==> config.mk <==
export PLATFORM = sky130hd
export DESIGN_NAME = priority_interrupt_controller_flat
export DESIGN_NICKNAME = d
export VERILOG_FILES = /design/src/rtl/pic_pkg.sv /design/src/rtl/pic_req_if.sv /design/src/rtl/pic_rsp_if.sv /design/src/rtl/pic_cell.sv /design/src/rtl/priority_interrupt_controller.sv /design/src/flat_wrapper.sv
export SDC_FILE = /design/constraint.sdc
export NUM_CORES = 2
export LEC_CHECK = 0
export ABC_AREA = 1
export BUFFER_PORTS_ARGS = -buffer_cell sky130_fd_sc_hd__buf_2
export CAP_MARGIN = 20
export CORE_MARGIN = 4
export CORE_UTILIZATION = 40
export DETAILED_ROUTE_END_ITERATION = 8
export PLACE_DENSITY = 0.61
export REMOVE_ABC_BUFFERS = 1
export SLEW_MARGIN = 20
export SYNTH_ARGS = -nofsm -noshare
export SYNTH_HDL_FRONTEND = slang
export SYNTH_SLANG_ARGS = --single-unit
==> constraint.sdc <==
create_clock -name clock -period 3.2 [get_ports clock]
set_input_delay 0.32 -clock clock [delete_from_list [all_inputs] [get_ports clock]]
set_output_delay 0.32 -clock clock [all_outputs]
set_load 0.02 [all_outputs]
==> src/rtl/pic_pkg.sv <==
`default_nettype none
// pic_pkg: constants, codes and shared types of the priority interrupt controller.
// No dependencies; used by the channel interfaces, pic_cell and the top level.
package pic_pkg;

   localparam int NUM_SOURCES = 40;

   localparam int SRC_W  = 6;
   localparam int REG_W  = 7;
   localparam int PRIO_W = 4;
   localparam int BYTE_W = 8;

   localparam int DISABLE_BIT = 6;

   localparam logic [BYTE_W-1:0] NO_SOURCE = 8'hFF;

   localparam logic [1:0] CMD_RAISE = 2'd0;
   localparam logic [1:0] CMD_READ  = 2'd1;
   localparam logic [1:0] CMD_WRITE = 2'd2;

   localparam logic [REG_W-1:0] REG_CURRENT   = REG_W'(NUM_SOURCES);
   localparam logic [REG_W-1:0] REG_THRESHOLD = REG_W'(NUM_SOURCES + 1);
   localparam logic [REG_W-1:0] REG_SAVED     = REG_W'(NUM_SOURCES + 2);

   typedef enum logic [1:0] {
      ST_IDLE,
      ST_SWEEP,
      ST_DONE
   } state_type;

   // static controls broadcast to every cell for the duration of a sweep
   typedef struct packed {
      logic              raise;
      logic [SRC_W-1:0]  src;
      logic              wr_en;
      logic              rd_en;
      logic [SRC_W-1:0]  idx;
      logic [BYTE_W-1:0] data;
      logic              clr;
      logic [SRC_W-1:0]  clr_src;
      logic [PRIO_W-1:0] thr;
   } cell_ctl_type;

   // token walking the chain, one cell per cycle
   typedef struct packed {
      logic              run;
      logic              found;
      logic              hit;
      logic [PRIO_W-1:0] prio;
      logic [SRC_W-1:0]  idx;
      logic [BYTE_W-1:0] rdata;
   } token_type;

endpackage
`default_nettype wire

==> src/rtl/pic_req_if.sv <==
`default_nettype none
// pic_req_if: request channel carrying one command beat.
// Depends on pic_pkg for field widths.
interface pic_req_if;
   logic                           valid;
   logic                           ready;
   logic [1:0]                     req_command;
   logic [pic_pkg::SRC_W-1:0]      req_source;
   logic [pic_pkg::SRC_W-1:0]      req_reg_index;
   logic [pic_pkg::BYTE_W-1:0]     req_write_data;

   modport source (output valid, req_command, req_source, req_reg_index, req_write_data,
                   input ready);
   modport sink   (input valid, req_command, req_source, req_reg_index, req_write_data,
                   output ready);
endinterface
`default_nettype wire

==> src/rtl/pic_rsp_if.sv <==
`default_nettype none
// pic_rsp_if: response channel carrying read data and the IRQ level.
// Depends on pic_pkg for field widths.
interface pic_rsp_if;
   logic                        valid;
   logic                        ready;
   logic [pic_pkg::BYTE_W-1:0]  rsp_read_data;
   logic                        rsp_irq_line;

   modport source (output valid, rsp_read_data, rsp_irq_line, input ready);
   modport sink   (input valid, rsp_read_data, rsp_irq_line, output ready);
endinterface
`default_nettype wire

==> src/rtl/pic_cell.sv <==
`default_nettype none
// pic_cell: one interrupt source - enable byte, pending bit and one token stage.
// Depends on pic_pkg.
module pic_cell (
   input  wire logic                       clock,
   input  wire logic                       reset,
   input  wire logic [pic_pkg::SRC_W-1:0]  cell_id,
   input  wire pic_pkg::cell_ctl_type      ctl,
   input  wire pic_pkg::token_type         tok_in,
   output pic_pkg::token_type              tok_out
);

   logic [pic_pkg::BYTE_W-1:0] enable_ff, enable_in;
   logic                       pending_ff, pending_in;
   pic_pkg::token_type         tok_ff, tok_in_next;

   logic me_raise;
   logic me_clr;
   logic pend_eff;
   logic cand;

   always_comb begin
      me_raise = ctl.raise && (ctl.src == cell_id) && !enable_ff[pic_pkg::DISABLE_BIT];
      me_clr   = ctl.clr && (ctl.clr_src == cell_id);
      pend_eff = (pending_ff || me_raise) && !me_clr;
      cand     = pend_eff && !enable_ff[pic_pkg::DISABLE_BIT]
                 && (enable_ff[pic_pkg::PRIO_W-1:0] < ctl.thr);

      enable_in   = enable_ff;
      pending_in  = pending_ff;
      tok_in_next = tok_in;

      if (tok_in.run) begin
         pending_in = pend_eff;
         if (ctl.wr_en && (ctl.idx == cell_id)) begin
            enable_in = ctl.data;
         end
         if (ctl.rd_en && (ctl.idx == cell_id)) begin
            tok_in_next.rdata = enable_ff;
         end
         if (me_raise) begin
            tok_in_next.hit = 1'b1;
         end
         // strict compare keeps the lowest index on equal priority
         if (cand && (!tok_in.found || (enable_ff[pic_pkg::PRIO_W-1:0] < tok_in.prio))) begin
            tok_in_next.found = 1'b1;
            tok_in_next.prio  = enable_ff[pic_pkg::PRIO_W-1:0];
            tok_in_next.idx   = cell_id;
         end
      end
   end

   always_ff @(posedge clock) begin
      if (reset) begin
         enable_ff  <= '0;
         pending_ff <= 1'b0;
         tok_ff     <= '0;
      end else begin
         enable_ff  <= enable_in;
         pending_ff <= pending_in;
         tok_ff     <= tok_in_next;
      end
   end

   assign tok_out = tok_ff;

endmodule
`default_nettype wire

==> src/rtl/priority_interrupt_controller.sv <==
`default_nettype none
// priority_interrupt_controller: command decode, register file and a chain of
// NUM_SOURCES cells that a token walks once per command. Depends on pic_pkg,
// pic_req_if, pic_rsp_if and pic_cell.
// A new beat is taken only after the token has passed every cell and the result is loaded into the output register.
// A finished result waits in the output register while the next beat is taken.
// Reset (synchronous): enables, pending bits and thresholds clear, no source current.
module priority_interrupt_controller (
   input  wire logic  clock,
   input  wire logic  reset,
   pic_req_if.sink    req,
   pic_rsp_if.source  rsp
);

   pic_pkg::state_type state_ff, state_in;

   logic                         launch_ff, launch_in;
   logic [1:0]                   cmd_ff, cmd_in;
   logic [pic_pkg::SRC_W-1:0]    src_ff, src_in;
   logic [pic_pkg::SRC_W-1:0]    idx_ff, idx_in;
   logic [pic_pkg::BYTE_W-1:0]   data_ff, data_in;
   logic                         clr_ff, clr_in;
   logic [pic_pkg::SRC_W-1:0]    clr_src_ff, clr_src_in;
   logic [pic_pkg::BYTE_W-1:0]   rd_local_ff, rd_local_in;
   logic [pic_pkg::BYTE_W-1:0]   hold_rdata_ff, hold_rdata_in;

   logic [pic_pkg::BYTE_W-1:0]   current_ff, current_in;
   logic [pic_pkg::PRIO_W-1:0]   threshold_ff, threshold_in;
   logic [pic_pkg::PRIO_W-1:0]   saved_ff, saved_in;
   logic                         irq_ff, irq_in;

   logic                         rsp_valid_ff, rsp_valid_in;
   logic [pic_pkg::BYTE_W-1:0]   rsp_rdata_ff, rsp_rdata_in;
   logic                         rsp_irq_ff, rsp_irq_in;

   logic accept;
   logic sweep_end;
   logic load;
   logic [pic_pkg::REG_W-1:0] acc_idx;
   logic [pic_pkg::REG_W-1:0] item_idx;

   pic_pkg::cell_ctl_type ctl;
   pic_pkg::token_type    tok [pic_pkg::NUM_SOURCES+1];

   // cell chain
   assign tok[0] = '{run: launch_ff, default: '0};

   assign ctl.raise   = (cmd_ff == pic_pkg::CMD_RAISE);
   assign ctl.src     = src_ff;
   assign ctl.wr_en   = (cmd_ff == pic_pkg::CMD_WRITE);
   assign ctl.rd_en   = (cmd_ff == pic_pkg::CMD_READ);
   assign ctl.idx     = idx_ff;
   assign ctl.data    = data_ff;
   assign ctl.clr     = clr_ff;
   assign ctl.clr_src = clr_src_ff;
   assign ctl.thr     = threshold_ff;

   for (genvar i = 0; i < pic_pkg::NUM_SOURCES; i++) begin : g_cell
      pic_cell u_cell (
         .clock   (clock),
         .reset   (reset),
         .cell_id (pic_pkg::SRC_W'(i)),
         .ctl     (ctl),
         .tok_in  (tok[i]),
         .tok_out (tok[i+1])
      );
   end

   // handshake qualifiers
   assign accept    = req.valid && req.ready;
   assign sweep_end = (state_ff == pic_pkg::ST_SWEEP) && tok[pic_pkg::NUM_SOURCES].run;
   assign load      = (state_ff == pic_pkg::ST_DONE) && (!rsp_valid_ff || rsp.ready);
   assign acc_idx   = {1'b0, req.req_reg_index};
   assign item_idx  = {1'b0, idx_ff};

   // next state
   always_comb begin
      state_in = state_ff;
      unique case (state_ff)
         pic_pkg::ST_IDLE:  if (accept) state_in = pic_pkg::ST_SWEEP;
         pic_pkg::ST_SWEEP: if (sweep_end) state_in = pic_pkg::ST_DONE;
         pic_pkg::ST_DONE:  if (load) state_in = pic_pkg::ST_IDLE;
         default:           state_in = pic_pkg::ST_IDLE;
      endcase
   end

   // state machine outputs
   always_comb begin
      unique case (state_ff)
         pic_pkg::ST_IDLE: req.ready = 1'b1;
         default:          req.ready = 1'b0;
      endcase
   end

   // datapath
   always_comb begin
      launch_in     = accept;
      cmd_in        = cmd_ff;
      src_in        = src_ff;
      idx_in        = idx_ff;
      data_in       = data_ff;
      clr_in        = clr_ff;
      clr_src_in    = clr_src_ff;
      rd_local_in   = rd_local_ff;
      hold_rdata_in = hold_rdata_ff;
      current_in    = current_ff;
      threshold_in  = threshold_ff;
      saved_in      = saved_ff;
      irq_in        = irq_ff;
      rsp_valid_in  = rsp_valid_ff;
      rsp_rdata_in  = rsp_rdata_ff;
      rsp_irq_in    = rsp_irq_ff;

      if (accept) begin
         cmd_in      = req.req_command;
         src_in      = req.req_source;
         idx_in      = req.req_reg_index;
         data_in     = req.req_write_data;
         clr_in      = 1'b0;
         clr_src_in  = current_ff[pic_pkg::SRC_W-1:0];
         rd_local_in = '0;
         if (req.req_command == pic_pkg::CMD_READ) begin
            unique case (acc_idx)
               pic_pkg::REG_CURRENT: begin
                  rd_local_in = current_ff;
                  if (current_ff != pic_pkg::NO_SOURCE) threshold_in = '0;
               end
               pic_pkg::REG_THRESHOLD: rd_local_in = {4'b0, threshold_ff};
               pic_pkg::REG_SAVED:     rd_local_in = {4'b0, saved_ff};
               default:                rd_local_in = '0;
            endcase
         end
         if ((req.req_command == pic_pkg::CMD_WRITE) && (acc_idx == pic_pkg::REG_THRESHOLD)) begin
            threshold_in = req.req_write_data[pic_pkg::PRIO_W-1:0];
            if (current_ff != pic_pkg::NO_SOURCE) begin
               clr_in     = 1'b1;
               current_in = pic_pkg::NO_SOURCE;
               irq_in     = 1'b0;
            end
         end
      end

      if (sweep_end) begin
         if ((((cmd_ff == pic_pkg::CMD_RAISE) && tok[pic_pkg::NUM_SOURCES].hit) || clr_ff)
             && (current_ff == pic_pkg::NO_SOURCE)) begin
            if (tok[pic_pkg::NUM_SOURCES].found) begin
               current_in = {2'b0, tok[pic_pkg::NUM_SOURCES].idx};
               saved_in   = threshold_ff;
               irq_in     = 1'b1;
            end else begin
               irq_in     = 1'b0;
            end
         end
         if ((cmd_ff == pic_pkg::CMD_READ) && (item_idx < pic_pkg::REG_CURRENT)) begin
            hold_rdata_in = tok[pic_pkg::NUM_SOURCES].rdata;
         end else begin
            hold_rdata_in = rd_local_ff;
         end
      end

      if (load) begin
         rsp_valid_in = 1'b1;
         rsp_rdata_in = hold_rdata_ff;
         rsp_irq_in   = irq_ff;
      end else if (rsp.ready) begin
         rsp_valid_in = 1'b0;
      end
   end

   always_ff @(posedge clock) begin
      if (reset) begin
         state_ff      <= pic_pkg::ST_IDLE;
         launch_ff     <= 1'b0;
         cmd_ff        <= '0;
         src_ff        <= '0;
         idx_ff        <= '0;
         data_ff       <= '0;
         clr_ff        <= 1'b0;
         clr_src_ff    <= '0;
         rd_local_ff   <= '0;
         hold_rdata_ff <= '0;
         current_ff    <= pic_pkg::NO_SOURCE;
         threshold_ff  <= '0;
         saved_ff      <= '0;
         irq_ff        <= 1'b0;
         rsp_valid_ff  <= 1'b0;
         rsp_rdata_ff  <= '0;
         rsp_irq_ff    <= 1'b0;
      end else begin
         state_ff      <= state_in;
         launch_ff     <= launch_in;
         cmd_ff        <= cmd_in;
         src_ff        <= src_in;
         idx_ff        <= idx_in;
         data_ff       <= data_in;
         clr_ff        <= clr_in;
         clr_src_ff    <= clr_src_in;
         rd_local_ff   <= rd_local_in;
         hold_rdata_ff <= hold_rdata_in;
         current_ff    <= current_in;
         threshold_ff  <= threshold_in;
         saved_ff      <= saved_in;
         irq_ff        <= irq_in;
         rsp_valid_ff  <= rsp_valid_in;
         rsp_rdata_ff  <= rsp_rdata_in;
         rsp_irq_ff    <= rsp_irq_in;
      end
   end

   assign rsp.valid         = rsp_valid_ff;
   assign rsp.rsp_read_data = rsp_rdata_ff;
   assign rsp.rsp_irq_line  = rsp_irq_ff;

endmodule
`default_nettype wire
==> src/flat_wrapper.sv <==
// flat-port wrapper written by rule: the top's interface ports become plain ports
module priority_interrupt_controller_flat 
  (clock, reset, req_valid, req_req_command, req_req_source, req_req_reg_index, req_req_write_data, req_ready, rsp_valid, rsp_rsp_read_data, rsp_rsp_irq_line, rsp_ready);
  pic_req_if req_i ();
  pic_rsp_if rsp_i ();
  input  wire logic clock;
  input  wire logic reset;
  input wire logic [$bits(req_i.valid)-1:0] req_valid;
  input wire logic [$bits(req_i.req_command)-1:0] req_req_command;
  input wire logic [$bits(req_i.req_source)-1:0] req_req_source;
  input wire logic [$bits(req_i.req_reg_index)-1:0] req_req_reg_index;
  input wire logic [$bits(req_i.req_write_data)-1:0] req_req_write_data;
  output wire logic [$bits(req_i.ready)-1:0] req_ready;
  output wire logic [$bits(rsp_i.valid)-1:0] rsp_valid;
  output wire logic [$bits(rsp_i.rsp_read_data)-1:0] rsp_rsp_read_data;
  output wire logic [$bits(rsp_i.rsp_irq_line)-1:0] rsp_rsp_irq_line;
  input wire logic [$bits(rsp_i.ready)-1:0] rsp_ready;
  assign req_i.valid = req_valid;
  assign req_i.req_command = req_req_command;
  assign req_i.req_source = req_req_source;
  assign req_i.req_reg_index = req_req_reg_index;
  assign req_i.req_write_data = req_req_write_data;
  assign req_ready = req_i.ready;
  assign rsp_valid = rsp_i.valid;
  assign rsp_rsp_read_data = rsp_i.rsp_read_data;
  assign rsp_rsp_irq_line = rsp_i.rsp_irq_line;
  assign rsp_i.ready = rsp_ready;
  priority_interrupt_controller u_core (.clock(clock), .reset(reset), .req(req_i), .rsp(rsp_i));
endmodule
Word-level counts from Yosys, hierarchy flattened
Cells that the tools add are included.

word-level totals
  output and inout bits = 11
  word-level logic and storage cells = 1397
  register bits after elaboration = 1271

operators by class
  reductions and logical operators = 622
  multiplexer cells = 225
  bitwise gates (word level) = 3
  magnitude comparators = 80
  eq/ne operators = 131

operators by type and width
  cell                  count
  $mux W20              39
  $mux W10              39
  $mux W8               47
  $logic_and A1 B1 Y1   366
  $lt A4 B4 Y1          79
  $eq A6 B5 Y1 const B  48
  $eq A6 B6 Y1 const B  27
  $eq A6 B4 Y1 const B  24
  $logic_not A1 Y1      120
  $mux W1               91
  $logic_or A1 B1 Y1    81
  $reduce_and A2 Y1     40
  $eq A6 B3 Y1 const B  12
  $eq A6 B2 Y1 const B  6
  $pmux W8 S3           1
  $eq A6 B1 Y1 const B  3
  $logic_not A6 Y1      3
  $mux W4               4
  $eq A8 B8 Y1 const B  1
  $ne A8 B8 Y1 const B  1
  $reduce_bool A2 Y1    4
  $eq A2 B1 Y1 const B  3
  $eq A2 B2 Y1 const B  3
  $lt A6 B6 Y1 const B  1
  9 further kinds       18

Longest topological paths before layout
  depth in word-level cells = 10
  gate-level depth with buffers = 13
  gate-level depth less buffers = 12

By module
From an unflattened synthesis, not the netlist that was laid out.

unflattened totals
  cell total of the unflattened synthesis = 10503
  area total of the unflattened synthesis = 67061.8 um^2

modules (own cells, without submodules)
  module                         cells an instance  instances  area each (um^2)
  pic_cell                       252                40         1599.0
  priority_interrupt_controller  423                1          3100.5

Least setup slack after synthesis
Ideal clock, no wire load.

  path kind = reg-to-reg
  start = register u_core.threshold_ff[1] (netlist name)
  end = register u_core.g_cell[16].u_cell.tok_ff, in the netlist u_core.g_cell[16].u_cell.tok_out[11]
  path buffers = 0
  data arrival time = 2.131 ns
  path slack = 0.942 ns
  library setup time = 0.128 ns
  data required time = 3.072 ns
  cell stages (with the launch flop) = 11
  cells stage by stage = dfxtp_1 -> inv_1 -> ha_1 -> nand2_1 -> nand2_1 -> a21oi_1 -> nor2_1 -> nor2_2 -> nand2_1 -> nand2_1 -> nor2_1

between the ends
  word-level cells in the longest chain between the ends = 5

RTL lines
  element                 line                                  text
  start, declared         priority_interrupt_controller.sv:28   logic [pic_pkg::PRIO_W-1:0] threshold_ff, threshold_in;
  start signal, assigned  priority_interrupt_controller.sv:201  threshold_ff <= threshold_in;
  $lt A4 B4 Y1            pic_cell.sv:27                        && (enable_ff[pic_pkg::PRIO_W-1:0] < ctl.thr);
  $logic_and A1 B1 Y1     pic_cell.sv:27
  $logic_and A1 B1 Y1     pic_cell.sv:45                        if (cand && (!tok_in.found || (enable_ff[pic_pkg::PRIO_W-1:0] < tok_in.prio))) begin
  $mux W10                pic_cell.sv:45
  $mux W20                pic_cell.sv:33                        if (tok_in.run) begin
  end signal, assigned    pic_cell.sv:61                        tok_ff <= tok_in_next;
  end, declared           pic_cell.sv:15                        pic_pkg::token_type tok_ff, tok_in_next;

Every way passes these cells.
A chain may end at the register's enable or synchronous reset.

Worst setup path after layout
  start = register u_core.threshold_ff[3] (netlist name)
  end = register u_core.g_cell[4].u_cell.tok_ff, in the netlist u_core.g_cell[4].u_cell.tok_out[15]

between the ends
  word-level cells in the longest chain between the ends = 5

RTL lines
  element               line
  $lt A4 B4 Y1          pic_cell.sv:27
  $logic_and A1 B1 Y1   pic_cell.sv:27
  $logic_and A1 B1 Y1   pic_cell.sv:45
  $mux W10              pic_cell.sv:45
  $mux W20              pic_cell.sv:33
  end signal, assigned  pic_cell.sv:61
  end, declared         pic_cell.sv:15

Every way passes these cells.

==> flow_summary.ini <==
[clocking]
post_cts_setup_buffer_count = 0
post_cts.resized_instances = 0
cts_htree_levels = 3
worst_skew_pair.late_latency_ns = 0.73
numClockSinks = 1208
cts_tree = yes
postCtsHoldBufs = 17
cts_buffers = 118
clock_path_buffers = 3
clk_root_buffer_cell = sky130_fd_sc_hd__clkbuf_16
path_clk_slew_ns = 0.06

[finish]
layout-drive-gt1-share_pct = 6.42
fillCellCount = 12200
areaGrowthSynthToFinish_pct = 11.6
multiInputGateArea_mm2 = 0.0205
finish.net_count = 6587
seqCellArea_mm2 = 0.0242
stdcell_count = 8046

[timing]
transition_at_the_pin_with_the_smallest_max_transition_slack_ns = 0.853
period_share_pct = 86.1
fin_crit_ns = 2.75
tns_ns = 0
setup_slack_ns = 0.446
clock.fmax_mhz = 363
drv_slew = 0
timing.hold.ws_ns = 0.0266
finClkSkew_ns = 0.0355
final_hold_viol_count = 0
timing.final.setup_violations = 0
setup_repair_after_global_routing_missed_its_margin = no
relSlewSlack_pct = 42.6

[global_route]
grt_max_degree = 140
global_route_wire_length_before_repair_um = 200000
global_route_usage_over_all_layers_pct = 18.8
antenna_found_initial = 0
gr-total-overflow = 0
via_count_of_the_first_global_routing_pass = 37300

[die]
initial_utilization_pct = 40.5
ioPinCount = 37
fp.coreArea_mm2 = 0.122
placement_rows = 128
die-area_mm2 = 0.129
floorplan_die_width_um = 360
dieHeight_um = 360

[synth]
post-synth-top-count-cell = sky130_fd_sc_hd__dfxtp_1
synth.ff_latch_count = 1208
netlist.area_leader.share_pct = 48.9
syn-instance-count = 6376
post_synth.cell_area_avg_um2 = 7.76
synth_warnings = 0
synthDistinctLibCells = 41
synth_sequential_area_ratio_pct = 48.9
asyncSetResetFlopFracSynth_pct = 0
netlist.top_cell.by_area = sky130_fd_sc_hd__dfxtp_1
ys.flop_type = sky130_fd_sc_hd__dfxtp_1
commonest_cells_post_synth = sky130_fd_sc_hd__dfxtp_1, sky130_fd_sc_hd__a21oi_1, sky130_fd_sc_hd__inv_1, sky130_fd_sc_hd__nand2_1, sky130_fd_sc_hd__nor2_1
synth-edff-count = 0
synth.top_cells.by_area = sky130_fd_sc_hd__dfxtp_1, sky130_fd_sc_hd__a21oi_1, sky130_fd_sc_hd__inv_1
syn-cell-area_mm2 = 0.0495

[min_path]
hold_path.class = in -> reg

[placed_design]
dp_cells = 7812
routability_cong = 0.893
dp.final_hpwl_um = 86400
preCtsSetupSlack_ns = 0.494
buffer_ports.inserted = 36

[drt]
initial_drt_markers = 2753
postRouteAntennaNets = 0
vias = 40100
remaining_drc_errors = 0
drt-pass1-iter-count = 8
wl_per_cell_um = 15.5
detail_route.wirelength_um = 125000
detail_route.vias_per_cell = 4.98

[flow_run]
cap_viol_max_count = 0

[worst_setup_path]
criticalPathCategory = reg -> reg
worstPathArrival_ns = 3.39
timing.critical_path.to_type = register
critical_path_peak_fanout = 21
timing.critical_path.required_ns = 3.84
cp-start-kind = register

[power_and_ir_drop]
power.ir.vdd_worst_uv = 483
p_total_w = 0.0302
power_per_cell_area_mw_per_mm2 = 547
leakagePower_nw = 20.8

[outcome]
run_status = completed
-- routing by layer --
layer | vias to the layer above | global-route usage, % | wire length [µm]
met5 | - | 0 | 0
met4 | 0 | 5.80 | 3550
met3 | 232 | 2.88 | 5810
met2 | 745 | 30.4 | 56200
met1 | 18600 | 25.8 | 59100
li1 | 20500 | - | -
-- registers in the layout (all words and copies together) (netlist names), 8 cells and up --
name,flops
u_core.g_cell.u_cell.pending_ff,40
u_core.g_cell.u_cell.tok_out,773
u_core.data_ff,8
u_core.rd_local_ff,8
u_core.hold_rdata_ff,8
u_core.rsp.rsp_read_data,8
u_core.g_cell.u_cell.enable_ff,320
u_core.current_ff,8
-- through the flow --
step / util, % / cell area [µm²]
final: 45.1 / 55200
after global routing: 45.1 / 55200
after CTS: 45.1 / 55200
after detailed placement: 41.8 / 51100
after global placement: 41.8 / 51100
after floorplan: - / 48300
-- layout by cell type, fill, tap and decap left out, types with 8 or more instances in the layout --
| master | synthesis | layout |
|---|---|---|
| sky130_fd_sc_hd__a21oi_1 | 975 | 975 |
| sky130_fd_sc_hd__o211ai_1 | 8 | 8 |
| sky130_fd_sc_hd__buf_4 | 6 | 40 |
| sky130_fd_sc_hd__nand2_1 | 809 | 808 |
| sky130_fd_sc_hd__inv_1 | 954 | 950 |
| sky130_fd_sc_hd__nand4_1 | 10 | 10 |
| sky130_fd_sc_hd__clkbuf_8 | 0 | 39 |
| sky130_fd_sc_hd__nand2_2 | 33 | 34 |
| sky130_fd_sc_hd__a211oi_1 | 59 | 59 |
| sky130_fd_sc_hd__o31ai_1 | 26 | 26 |
| sky130_fd_sc_hd__o21a_1 | 58 | 58 |
| sky130_fd_sc_hd__o21bai_1 | 13 | 13 |
| sky130_fd_sc_hd__buf_12 | 0 | 11 |
| sky130_fd_sc_hd__ha_1 | 237 | 237 |
| sky130_fd_sc_hd__buf_2 | 65 | 35 |
| sky130_fd_sc_hd__clkinv_2 | 0 | 16 |
| sky130_fd_sc_hd__dfxtp_1 | 1208 | 1203 |
| sky130_fd_sc_hd__nor2_4 | 24 | 24 |
| sky130_fd_sc_hd__nor3_1 | 14 | 14 |
| sky130_fd_sc_hd__clkbuf_16 | 0 | 119 |
| sky130_fd_sc_hd__nand3_2 | 15 | 15 |
| sky130_fd_sc_hd__clkbuf_1 | 180 | 29 |
| sky130_fd_sc_hd__inv_2 | 13 | 16 |
| sky130_fd_sc_hd__nand3_1 | 282 | 282 |
| sky130_fd_sc_hd__o21ai_0 | 588 | 588 |
| sky130_fd_sc_hd__a21boi_0 | 23 | 23 |
| sky130_fd_sc_hd__nor2_2 | 28 | 28 |
| sky130_fd_sc_hd__dlygate4sd3_1 | 0 | 17 |
| sky130_fd_sc_hd__nor2_1 | 684 | 684 |
-- critical path, stage by stage (launching register included) --
cell	delay, ns
sky130_fd_sc_hd__dfxtp_1	0.38
sky130_fd_sc_hd__inv_2	0.27
sky130_fd_sc_hd__ha_1	0.33
sky130_fd_sc_hd__nor3_1	0.33
sky130_fd_sc_hd__o21ai_0	0.14
sky130_fd_sc_hd__a21oi_1	0.44
sky130_fd_sc_hd__nand3_1	0.43
sky130_fd_sc_hd__nand2_1	0.15
sky130_fd_sc_hd__nand2_1	0.06
sky130_fd_sc_hd__nor2_1	0.13
-- kinds of logic after synthesis --
kind of cell	synth area share, %
fa+ha+maj	5.99
flops	48.9
buf+inv	9.70
simple gates	16.6
compound gates	18.9
-- worst paths after layout --
path | cells past startpoint | start | slack [ns] | to
setup / recovery | 9 | u_core.threshold_ff[3]$_SDFFE_PP0P_ | 0.45 | u_core.g_cell[4].u_cell.tok_out[15]$_SDFF_PP0_
hold / removal | 3 | req_req_reg_index[4] | 0.03 | u_core.idx_ff[4]$_SDFFE_PP0P_
setup reg to reg | 9 | u_core.threshold_ff[3]$_SDFFE_PP0P_ | 0.45 | u_core.g_cell[4].u_cell.tok_out[15]$_SDFF_PP0_
hold reg to reg | 2 | u_core.g_cell[11].u_cell.tok_out[8]$_SDFF_PP0_ | 0.42 | u_core.g_cell[12].u_cell.tok_out[8]$_SDFF_PP0_
-- layout make-up --
class,count,area share [%]
antenna,1,0.00453
timing repair buffer,104,1.59
clock inverter,29,0.603
tap,1625,3.68
sequential,1208,43.8
inverter,969,6.60
clock buffer,187,6.56
multi-input combinational,3923,37.2
-- where the power goes --
part | leakage (nW) | internal (W) | total [W] | switching [W]
clock network | 1.95 | 0.00820 | 0.0141 | 0.00586
logic | 9.10 | 0.000233 | 0.00105 | 0.000818
registers | 9.73 | 0.0151 | 0.0151 | 0.0000521
total | 20.8 | 0.0235 | 0.0302 | 0.00673
Power figures use the tool's default switching activity.
